`src/rtl/ssd_pkg.sv`:
```
package ssd_pkg;

    // Number of digit positions on the display (1 to 8).
    localparam int DIGIT_COUNT = 4;
    localparam int DIG_W       = (DIGIT_COUNT > 1) ? $clog2(DIGIT_COUNT) : 1;
    localparam logic [DIG_W-1:0] LAST_DIGIT = DIG_W'(DIGIT_COUNT - 1);

    localparam int VALUE_W = 16;
    localparam int MAG_W   = VALUE_W + 1;
    localparam int FRAME_BITS = 16;
    localparam int FRAME_W    = $clog2(FRAME_BITS);
    localparam int QUEUE_DEPTH = 2;
    localparam int QCOUNT_W    = $clog2(QUEUE_DEPTH + 1);

    // x / 10 == (x * 52429) >> 19 holds exactly for every x below 81920.
    localparam logic [MAG_W-1:0] RECIP_TEN   = MAG_W'(52429);
    localparam int               RECIP_SHIFT = 19;

    localparam logic [7:0] SEG_POINT = 8'h80;
    localparam logic [7:0] SEG_MINUS = 8'h40;
    localparam logic [7:0] PAT_ZERO  = 8'h3F;
    localparam int         RESET_POINT = 1;

    localparam int ADDR_W = 4;
    localparam int DATA_W = 32;

    typedef enum logic [1:0] {
        REG_DIGIT_ON_LEVEL   = 2'd0,
        REG_SEGMENT_ON_LEVEL = 2'd1,
        REG_POINT_POSITION   = 2'd2
    } reg_index_t;

    typedef enum logic {
        OP_LOAD = 1'b0,
        OP_SCAN = 1'b1
    } op_t;

    typedef struct packed {
        op_t              op;
        logic             negative;
        logic [MAG_W-1:0] magnitude;
    } item_t;

    typedef struct packed {
        logic digit_on_level;
        logic segment_on_level;
        logic [1:0] point_position;
    } cfg_t;

    function automatic logic [7:0] digit_pattern(input logic [3:0] digit);
        logic [7:0] pat;
        case (digit)
            4'd0:    pat = 8'h3F;
            4'd1:    pat = 8'h06;
            4'd2:    pat = 8'h5B;
            4'd3:    pat = 8'h4F;
            4'd4:    pat = 8'h66;
            4'd5:    pat = 8'h6D;
            4'd6:    pat = 8'h7D;
            4'd7:    pat = 8'h07;
            4'd8:    pat = 8'h7F;
            4'd9:    pat = 8'h6F;
            default: pat = 8'h00;
        endcase
        return pat;
    endfunction

endpackage

```
`src/rtl/seven_segment_scan_driver.sv`:
```
// Four-digit multiplexed seven-segment driver for a chained pair of 8-bit shift
// registers. A load item (operation 0) turns a signed 16-bit value into decimal
// digit patterns, one digit per cycle through a shared divide-by-ten
// multiplier; negative values show a minus on the top digit. A scan item
// (operation 1) sends 16 beats, one per cycle when the sink is ready: digit
// select MSB first, then the segment pattern, with latch_after set on the last
// beat. Items enter a two-entry queue, so new items are taken while the engine
// is busy; the engine starts the next item in the cycle the current one ends,
// so a stream of scans runs back to back at one output beat per cycle while the
// sink is ready. Configuration is written over APB at byte offsets 0, 4 and 8.
module seven_segment_scan_driver (
    input  logic                           aclk,
    input  logic                           aresetn,
    input  logic                           psel,
    input  logic                           penable,
    input  logic                           pwrite,
    input  logic [ssd_pkg::ADDR_W-1:0]     paddr,
    input  logic [ssd_pkg::DATA_W-1:0]     pwdata,
    output logic [ssd_pkg::DATA_W-1:0]     prdata,
    output logic                           pready,
    input  logic                           s_valid,
    output logic                           s_ready,
    input  logic                           s_operation,
    input  logic signed [15:0]             s_value,
    output logic                           m_valid,
    input  logic                           m_ready,
    output logic                           m_serial_level,
    output logic                           m_latch_after
);
    import ssd_pkg::*;

    cfg_t                cfg_reg;
    reg_index_t          reg_index;
    logic                cfg_write;
    logic                q_valid;
    item_t               q_item;
    logic                q_ready;
    logic [QCOUNT_W-1:0] q_count;

    assign pready    = 1'b1;
    assign reg_index = reg_index_t'(paddr[ADDR_W-1:2]);
    assign cfg_write = psel && penable && pwrite && pready;

    always_ff @(posedge aclk) begin
        if (!aresetn) begin
            cfg_reg.digit_on_level   <= 1'b0;
            cfg_reg.segment_on_level <= 1'b1;
            cfg_reg.point_position   <= 2'(RESET_POINT);
        end else if (cfg_write) begin
            unique case (reg_index)
                REG_DIGIT_ON_LEVEL:   cfg_reg.digit_on_level   <= pwdata[0];
                REG_SEGMENT_ON_LEVEL: cfg_reg.segment_on_level <= pwdata[0];
                REG_POINT_POSITION:   cfg_reg.point_position   <= pwdata[1:0];
                default: begin
                end
            endcase
        end
    end

    always_comb begin
        prdata = '0;
        unique case (reg_index)
            REG_DIGIT_ON_LEVEL:   prdata[0]   = cfg_reg.digit_on_level;
            REG_SEGMENT_ON_LEVEL: prdata[0]   = cfg_reg.segment_on_level;
            REG_POINT_POSITION:   prdata[1:0] = cfg_reg.point_position;
            default: begin
            end
        endcase
    end

    ssd_front u_front (
        .aclk        (aclk),
        .aresetn     (aresetn),
        .s_valid     (s_valid),
        .s_ready     (s_ready),
        .s_operation (s_operation),
        .s_value     (s_value),
        .q_valid     (q_valid),
        .q_item      (q_item),
        .q_ready     (q_ready),
        .q_count     (q_count)
    );

    ssd_back u_back (
        .aclk           (aclk),
        .aresetn        (aresetn),
        .cfg            (cfg_reg),
        .q_valid        (q_valid),
        .q_item         (q_item),
        .q_ready        (q_ready),
        .m_valid        (m_valid),
        .m_ready        (m_ready),
        .m_serial_level (m_serial_level),
        .m_latch_after  (m_latch_after)
    );

    // The queue never holds more items than it has entries.
    assert property (@(posedge aclk) disable iff (!aresetn)
        q_count <= QCOUNT_W'(QUEUE_DEPTH))
        else $error("item queue overfilled");

    // A frame has sixteen beats, so two latch beats are never adjacent.
    assert property (@(posedge aclk) disable iff (!aresetn)
        (m_valid && m_ready && m_latch_after) |=> !(m_valid && m_latch_after))
        else $error("latch beat repeated without a full frame");

    // The queue offers no item while it is empty.
    assert property (@(posedge aclk) disable iff (!aresetn)
        (q_count == '0) |-> !q_valid)
        else $error("queue offers an item while empty");

endmodule

```
`src/rtl/ssd_front.sv`:
```
module ssd_front (
    input  logic                       aclk,
    input  logic                       aresetn,
    input  logic                       s_valid,
    output logic                       s_ready,
    input  logic                       s_operation,
    input  logic signed [15:0]         s_value,
    output logic                       q_valid,
    output ssd_pkg::item_t             q_item,
    input  logic                       q_ready,
    output logic [ssd_pkg::QCOUNT_W-1:0] q_count
);
    import ssd_pkg::*;

    item_t                entry_reg [QUEUE_DEPTH];
    logic                 wr_ptr_reg;
    logic                 rd_ptr_reg;
    logic [QCOUNT_W-1:0]  count_reg;
    logic [QCOUNT_W-1:0]  count_next;
    item_t                incoming;
    logic                 push;
    logic                 pop;
    logic [VALUE_W-1:0]   raw_bits;

    // The magnitude is formed on 17 bits so that the most negative value stays 32768.
    always_comb begin
        raw_bits           = VALUE_W'(s_value);
        incoming.op        = op_t'(s_operation);
        incoming.negative  = raw_bits[VALUE_W-1];
        if (raw_bits[VALUE_W-1]) begin
            incoming.magnitude = MAG_W'(18'h10000) - {1'b0, raw_bits};
        end else begin
            incoming.magnitude = {1'b0, raw_bits};
        end
    end

    assign s_ready = (count_reg != QCOUNT_W'(QUEUE_DEPTH));
    assign q_valid = (count_reg != '0);
    assign q_item  = entry_reg[rd_ptr_reg];
    assign q_count = count_reg;
    assign push    = s_valid && s_ready;
    assign pop     = q_valid && q_ready;

    always_comb begin
        count_next = count_reg;
        if (push && !pop) begin
            count_next = count_reg + 1'b1;
        end else if (pop && !push) begin
            count_next = count_reg - 1'b1;
        end
    end

    always_ff @(posedge aclk) begin
        if (!aresetn) begin
            wr_ptr_reg <= 1'b0;
            rd_ptr_reg <= 1'b0;
            count_reg  <= '0;
        end else begin
            count_reg <= count_next;
            if (push) begin
                wr_ptr_reg <= ~wr_ptr_reg;
            end
            if (pop) begin
                rd_ptr_reg <= ~rd_ptr_reg;
            end
        end
    end

    always_ff @(posedge aclk) begin
        if (push) begin
            entry_reg[wr_ptr_reg] <= incoming;
        end
    end

endmodule

```
`src/rtl/ssd_back.sv`:
```
module ssd_back (
    input  logic           aclk,
    input  logic           aresetn,
    input  ssd_pkg::cfg_t  cfg,
    input  logic           q_valid,
    input  ssd_pkg::item_t q_item,
    output logic           q_ready,
    output logic           m_valid,
    input  logic           m_ready,
    output logic           m_serial_level,
    output logic           m_latch_after
);
    import ssd_pkg::*;

    typedef enum logic [1:0] {
        ST_IDLE,
        ST_LOAD,
        ST_SCAN
    } state_t;

    state_t                state_reg;
    logic [DIG_W-1:0]      dig_cnt_reg;
    logic [FRAME_W-1:0]    bit_cnt_reg;
    logic [DIG_W-1:0]      pos_reg;
    logic                  m_valid_reg;
    logic                  m_serial_reg;
    logic                  m_latch_reg;
    logic [MAG_W-1:0]      mag_reg;
    logic                  neg_reg;
    logic [1:0]            point_reg;
    logic [7:0]            store_reg [DIGIT_COUNT];

    logic [2*MAG_W-1:0]    product;
    logic [MAG_W-1:0]      quotient;
    logic [MAG_W-1:0]      remainder;
    logic [7:0]            load_pat;
    logic [7:0]            scan_pat;
    logic [2:0]            bit_index;
    logic                  scan_bit;
    logic                  last_bit;
    logic                  advance;
    logic                  finishing;
    logic                  take;
    logic [DIG_W-1:0]      pos_next;

    // One decimal digit per cycle: divide by ten through the reciprocal multiply.
    always_comb begin
        product   = mag_reg * RECIP_TEN;
        quotient  = MAG_W'(product >> RECIP_SHIFT);
        remainder = mag_reg - (quotient << 3) - (quotient << 1);
        load_pat  = digit_pattern(remainder[3:0]);
        if (4'(point_reg) == 4'(dig_cnt_reg)) begin
            load_pat = load_pat | SEG_POINT;
        end
        if (neg_reg && dig_cnt_reg == LAST_DIGIT) begin
            load_pat = SEG_MINUS;
        end
    end

    // The frame is read live from the store, so a load just finished is seen at once.
    always_comb begin
        scan_pat  = store_reg[pos_reg];
        bit_index = 3'(7) - bit_cnt_reg[2:0];
        if (!bit_cnt_reg[FRAME_W-1]) begin
            scan_bit = (bit_index == 3'(pos_reg)) ? cfg.digit_on_level
                                                   : ~cfg.digit_on_level;
        end else begin
            scan_bit = scan_pat[bit_index] ? cfg.segment_on_level
                                           : ~cfg.segment_on_level;
        end
        last_bit = (bit_cnt_reg == FRAME_W'(FRAME_BITS - 1));
        pos_next = (pos_reg == LAST_DIGIT) ? '0 : pos_reg + 1'b1;
    end

    assign advance   = !m_valid_reg || m_ready;
    assign finishing = (state_reg == ST_LOAD && dig_cnt_reg == LAST_DIGIT)
                    || (state_reg == ST_SCAN && advance && last_bit);
    assign q_ready   = (state_reg == ST_IDLE) || finishing;
    assign take      = q_valid && q_ready;

    assign m_valid        = m_valid_reg;
    assign m_serial_level = m_serial_reg;
    assign m_latch_after  = m_latch_reg;

    always_ff @(posedge aclk) begin
        if (!aresetn) begin
            state_reg   <= ST_IDLE;
            dig_cnt_reg <= '0;
            bit_cnt_reg <= '0;
            pos_reg     <= '0;
            m_valid_reg <= 1'b0;
            for (int i = 0; i < DIGIT_COUNT; i++) begin
                store_reg[i] <= (i == RESET_POINT) ? (PAT_ZERO | SEG_POINT) : PAT_ZERO;
            end
        end else begin
            unique case (state_reg)
                ST_LOAD: begin
                    store_reg[dig_cnt_reg] <= load_pat;
                    // On the last digit the counters are left for the next item to set.
                    if (!finishing) begin
                        mag_reg     <= quotient;
                        dig_cnt_reg <= dig_cnt_reg + 1'b1;
                    end
                end
                ST_SCAN: begin
                    if (advance) begin
                        m_serial_reg <= scan_bit;
                        m_latch_reg  <= last_bit;
                        if (last_bit) begin
                            pos_reg <= pos_next;
                        end else begin
                            bit_cnt_reg <= bit_cnt_reg + 1'b1;
                        end
                    end
                end
                default: begin
                end
            endcase

            if (state_reg == ST_SCAN && advance) begin
                m_valid_reg <= 1'b1;
            end else if (m_ready) begin
                m_valid_reg <= 1'b0;
            end

            if (take) begin
                state_reg   <= (q_item.op == OP_LOAD) ? ST_LOAD : ST_SCAN;
                mag_reg     <= q_item.magnitude;
                neg_reg     <= q_item.negative;
                point_reg   <= cfg.point_position;
                dig_cnt_reg <= '0;
                bit_cnt_reg <= '0;
            end else if (finishing) begin
                state_reg <= ST_IDLE;
            end
        end
    end

endmodule
```
`config.mk`:
```
export PLATFORM = sky130hd
export DESIGN_NAME = seven_segment_scan_driver
export DESIGN_NICKNAME = d
export VERILOG_FILES = /design/src/rtl/ssd_pkg.sv /design/src/rtl/seven_segment_scan_driver.sv /design/src/rtl/ssd_front.sv /design/src/rtl/ssd_back.sv
export SDC_FILE = /design/constraint.sdc
export NUM_CORES = 1
export LEC_CHECK = 0
export BUFFER_PORTS_ARGS = -buffer_cell sky130_fd_sc_hd__buf_2
export CORE_ASPECT_RATIO = 1.5
export CORE_MARGIN = 5
export CORE_UTILIZATION = 45
export CTS_CLUSTER_SIZE = 25
export DETAILED_ROUTE_END_ITERATION = 10
export PLACE_DENSITY = 0.66
export SYNTH_ARGS = -nofsm -noshare
export SYNTH_HDL_FRONTEND = slang
export SYNTH_SLANG_ARGS = --single-unit
```
`constraint.sdc`:
```
create_clock -name aclk -period 6.86 [get_ports aclk]
set_input_delay 1.372 -clock aclk [delete_from_list [all_inputs] [get_ports aclk]]
set_output_delay 1.372 -clock aclk [all_outputs]
set_load 0.01 [all_outputs]
```
; Word-level counts from Yosys, hierarchy flattened
; Memory sizes are Yosys's and may differ from the RTL's. A register that Yosys moved wholly into a read port is not among the register bits.
; Cells that the tools add are included.
; Widths: inputs -> output; s select.
[classes]
add_sub_neg = 9
n_mul = 1
magnitude_cmp = 1
n_eq_ne = 11
mux = 34
bitwise_logic = 7
reduce_logical = 34
[ops]
columns = op, n
row1 = $mux 17, 4
row2 = $mul 17x16->33 const B, 1
row3 = $mux 8, 3
row4 = $mux 2, 9
row5 = $sub 17x16->17 const A, 1
row6 = $mux 1, 16
row7 = $reduce_and 3->1, 4
row8 = $logic_and 1x1->1, 10
row9 = $reduce_and 2->1, 5
row10 = $reduce_bool 2->1, 5
row11 = $eq 2x2->1 const B, 4
row12 = $reduce_or 8->1, 1
row13 = $sub 4x4->4, 2
row14 = $not 1->1, 7
row15 = $add 2x1->2 const B, 3
row16 = $add 4x1->4 const B, 1
row17 = $eq 2x1->1 const B, 2
row18 = $eq 4x4->1 const B, 1
row19 = $logic_not 2->1, 2
row20 = $lt 3x4->1 const B, 1
row21 = $ne 2x2->1 const B, 2
row22 = $bmux 1 s3, 1
row23 = $eq 3x2->1, 1
row24 = $logic_not 1->1, 3
row25 = other kinds (6), 8
[word_totals]
reg_bits = 41
mem_bits_rw = 70
rom_bits = 112
in_bits = 60
output_inout_bits = 37
elab_cells = 116
mem_count = 3
[memory_table]
columns = name, depth, word_bits, rd, rd_clocked_by_memory_dff, wr, line_no
row1 = (name not given), 16, 7, 1, 0, 0, ssd_pkg.sv:52  ; case (digit)
row2 = u_front.entry_reg, 2, 19, 1, 1, 1, ssd_front.sv:15  ; item_t entry_reg [QUEUE_DEPTH];
row3 = u_back.store_reg, 4, 8, 1, 1, 4, ssd_back.sv:31  ; logic [7:0] store_reg [DIGIT_COUNT];

; Longest topological paths before layout
[depth]
ltp_word = 10
mapped_depth = 27
depth_no_buf = 27

; Hierarchy
; Synthesis repeated with hierarchy kept, for this count alone.
[hier_totals]
cells_unflattened = 969
hier_area_um2 = 10523.8
[modules_own_cells]
columns = mod, n_inst, cells_each, area_per_inst_um2, seq_area_each_um2
row1 = ssd_back, 1, 785, 8129.0, 1881.8
row2 = ssd_front, 1, 129, 1925.6, 1241.2
row3 = seven_segment_scan_driver, 1, 55, 469.2, 80.1

; Worst setup path after synthesis
; OpenSTA, ideal clock, no wires.
[synth_timing]
kind = register to register
startpoint = register u_back.mag_reg[6]
endpoint = memory u_back.store_reg[0][6] (data pin)
setup_ns = 0.264
arrival_time_ns = 6.163
required_time_ns = 6.596
slack_ns = 0.433
stages_incl_launch_ff = 23
n_path_buf = 0
cell_sequence = edfxtp_1 > ha_1 > inv_1 > fa_1 > inv_1 > fa_1 > fa_1 > fa_1 > inv_1 > fa_1 > inv_1 > ha_1 > nand3_1 > a2111o_1 > o211ai_4 > xor2_1 > ha_1 > xor2_1 > inv_1 > nor2_1 > a21oi_1 > mux2i_2 > a21oi_1
[synth_rtl]
columns = element, line_no
row1 = from (decl), ssd_back.sv:28  ; logic [MAG_W-1:0] mag_reg;
row2 = from (signal assigned), ssd_back.sv:101  ; mag_reg <= quotient;
row3 = from (signal assigned), ssd_back.sv:128  ; mag_reg <= q_item.magnitude;
row4 = to (decl), ssd_back.sv:31

==> flow_summary.json <==
{
  "finalWirelength_mm": 20.52,
  "clk_latency_ns": 0.42,
  "arrival_ns": 6.76,
  "ys_top_cells_by_area": "edfxtp_1 (27%), ha_1 (18%), fa_1 (17%), inv_1 (7.3%), dfxtp_1 (4.3%)",
  "drc": 0,
  "dieArea_sq_mm": 0.02607,
  "final_common_cell": "inv_1",
  "gp_congestion": 0.8656,
  "fmax_ghz": 0.1505,
  "synth_edf_count": 92,
  "antenna_left": 0,
  "clock-sinks": 114,
  "core_area_sq_mm": 0.02247,
  "wl_per_cell_microns": 15.42,
  "grt_pass1_wl_mm": 33.97,
  "path_class": "flop to flop",
  "holdCritStartpoint": "u_back.m_valid",
  "clockBufferDepth": 2,
  "dp_cells": 1292,
  "clk_pin_slew_ns": 0.06,
  "hold_path_class": "flop to flop",
  "r2r_start": "u_back.mag_reg[1]",
  "fin_nets": 1338,
  "fp-row-count": 67,
  "ys_seq_elements": 114,
  "syn_avg_cell_area_sq_um": 10.86,
  "synth_top_area_share_pct": 26.83,
  "layout-drive-gt1-share_pct": 15.55,
  "yosysSeqAreaShare_pct": 31.11,
  "area_delta_synth_final_pct": 15.28,
  "port_buffers": 33,
  "syn_area_sq_mm": 0.01030,
  "min_period_ns": 6.647,
  "dr_total_vias": 6724,
  "grt_overflow": 0,
  "slew_viol_final": 0,
  "run_status": "finished clean",
  "worstPathRequired_ns": 6.97,
  "die_h_microns": 195.3,
  "pre_cts_ws_ns": -0.1039,
  "layout_setup_ws_ns": 0.2133,
  "first_pass_iters": 4,
  "ys_types": 59,
  "cp-end-kind": "flop",
  "hpwl_mm": 16.94,
  "routed_via_density": 5.052,
  "report.final.hold_viol_count": 0,
  "mostFrequentLayoutCells": "inv_1 (197), ha_1 (137), edfxtp_1 (92)",
  "finalCritPeriodShare_pct": 96.89,
  "worstPathMaxFanout": 7,
  "cp-start-kind": "flop",
  "grt_usage_pct": 16.37,
  "h-tree-depth": 4,
  "cap_violations": 0,
  "yosys_most_used_dff": "edfxtp_1",
  "die_w_microns": 133.5,
  "timing.critical_path.from": "u_back.mag_reg[1]",
  "synth_cells": 948,
  "cts_tree": "built",
  "fin_skew_ns": 0.008653,
  "worstMarginPinSlew_ns": 0.8611,
  "grt_pass1_vias": 7135,
  "drt_iter0_markers": 273,
  "synth-async-reset-ratio_pct": 0,
  "cts_buffers": 17,
  "relSlewSlack_pct": 42.53,
  "grt_max_degree": 31,
  "synth.largest_area_cell": "edfxtp_1",
  "seq_area_sq_mm": 0.003203,
  "antenna_found_initial": 0,
  "io_pins": 97,
  "fin_cells": 1331,
  "setup_violations": 0,
  "initial_core_util_pct": 45.83,
  "fill_cells": 1971,
  "root_buffer": "clkbuf_16",
  "diodes": 0,
  "largest_reg_flops": 38,
  "yosysWarnings": 0,
  "multi_input_area_sq_mm": 0.006381
}
## cell usage after synthesis (17+ instances only)
library cell  count
xnor2_1          28
mux2i_1          28
edfxtp_1         92
buf_4            31
ha_1            149
clkbuf_1         17
nand2_1          40
dfxtp_1          22
nor2_1           32
o21ai_0          36
fa_1             87
a21oi_1          20
inv_1           199
## logic make-up after synthesis
family          count (synthesis)  synth area share, %
buf+inv                       248                10.17
xor+xnor                       42                3.719
fa+ha+maj                     236                35.02
mux                            40                5.153
compound gates                116                7.340
simple gates                  150                7.413
flops                         114                31.11
other cells                     2              0.07294
## stage by stage
step           utilization, %  area [sq um]  setup TNS [ns]  hold WS, ns
5_1_grt                 52.83         11870         -0.2685       0.5223
6_report                52.83         11870               0       0.5014
3_5_place_dp            49.05         11020          -1.706       0.4900
2_1_floorplan               -         10410               0       0.4224
3_3_place_gp            49.05         11020        -0.07340       0.4915
4_1_cts                 51.65         11600               0       0.5030
## area by class of cell
| class | count | share of cell area (%) |
|---|---|---|
| clock inverters | 14 | 1.160 |
| inverters | 199 | 6.293 |
| repair buffers | 93 | 5.187 |
| well taps | 276 | 2.910 |
| clock buffers | 18 | 3.700 |
| flip-flops and latches | 114 | 26.99 |
| multi-input cells | 617 | 53.76 |
## what timing repair did
action,4_1_cts,5_1_grt
cloned,0,0
endpoints found under the setup margin,28,28
pin swaps,1,19
buffers inserted,1,6
gates resized for setup,0,29
hold buffers,0,0
## routing by layer
layer,routed length [microns],vias to the layer above,global-route usage (%),share of wire (%)
li1,-,3305,-,-
met5,0,-,0,0
met1,7955,3262,18.31,39
met3,555,40,2.060,2.7
met4,807,0,7.282,3.9
met2,11200,117,30.76,55
## worst paths after layout
check	endpoint	slack (ns)	cells after the start
setup / recovery	u_back.store_reg[2][3]	0.21	22
hold / removal	u_back.m_valid	0.50	2
setup reg to reg	u_back.store_reg[2][3]	0.21	22
hold reg to reg	u_back.m_valid	0.50	2
## worst max-delay path, stage by stage, from the launching register on
cell and delay (ns):
edfxtp_1 0.52, buf_4 0.20, ha_1 0.21, xor2_2 0.19, ha_4 0.17, a21o_1 0.16, fa_2 0.57, fa_1 0.46
fa_1 0.55, inv_1 0.05, fa_1 0.52, inv_1 0.06, ha_4 0.26, nand3_2 0.08, a2111o_1 0.47, o211ai_4 0.27
xor2_2 0.24, ha_4 0.25, a21oi_2 0.12, o21ai_1 0.09, xnor3_2 0.40, mux2i_1 0.35, o21ai_0 0.13
Power is left out: the tool's default activity adds up to more than one toggle a clock period on the data nets, which glitch-free logic cannot reach.
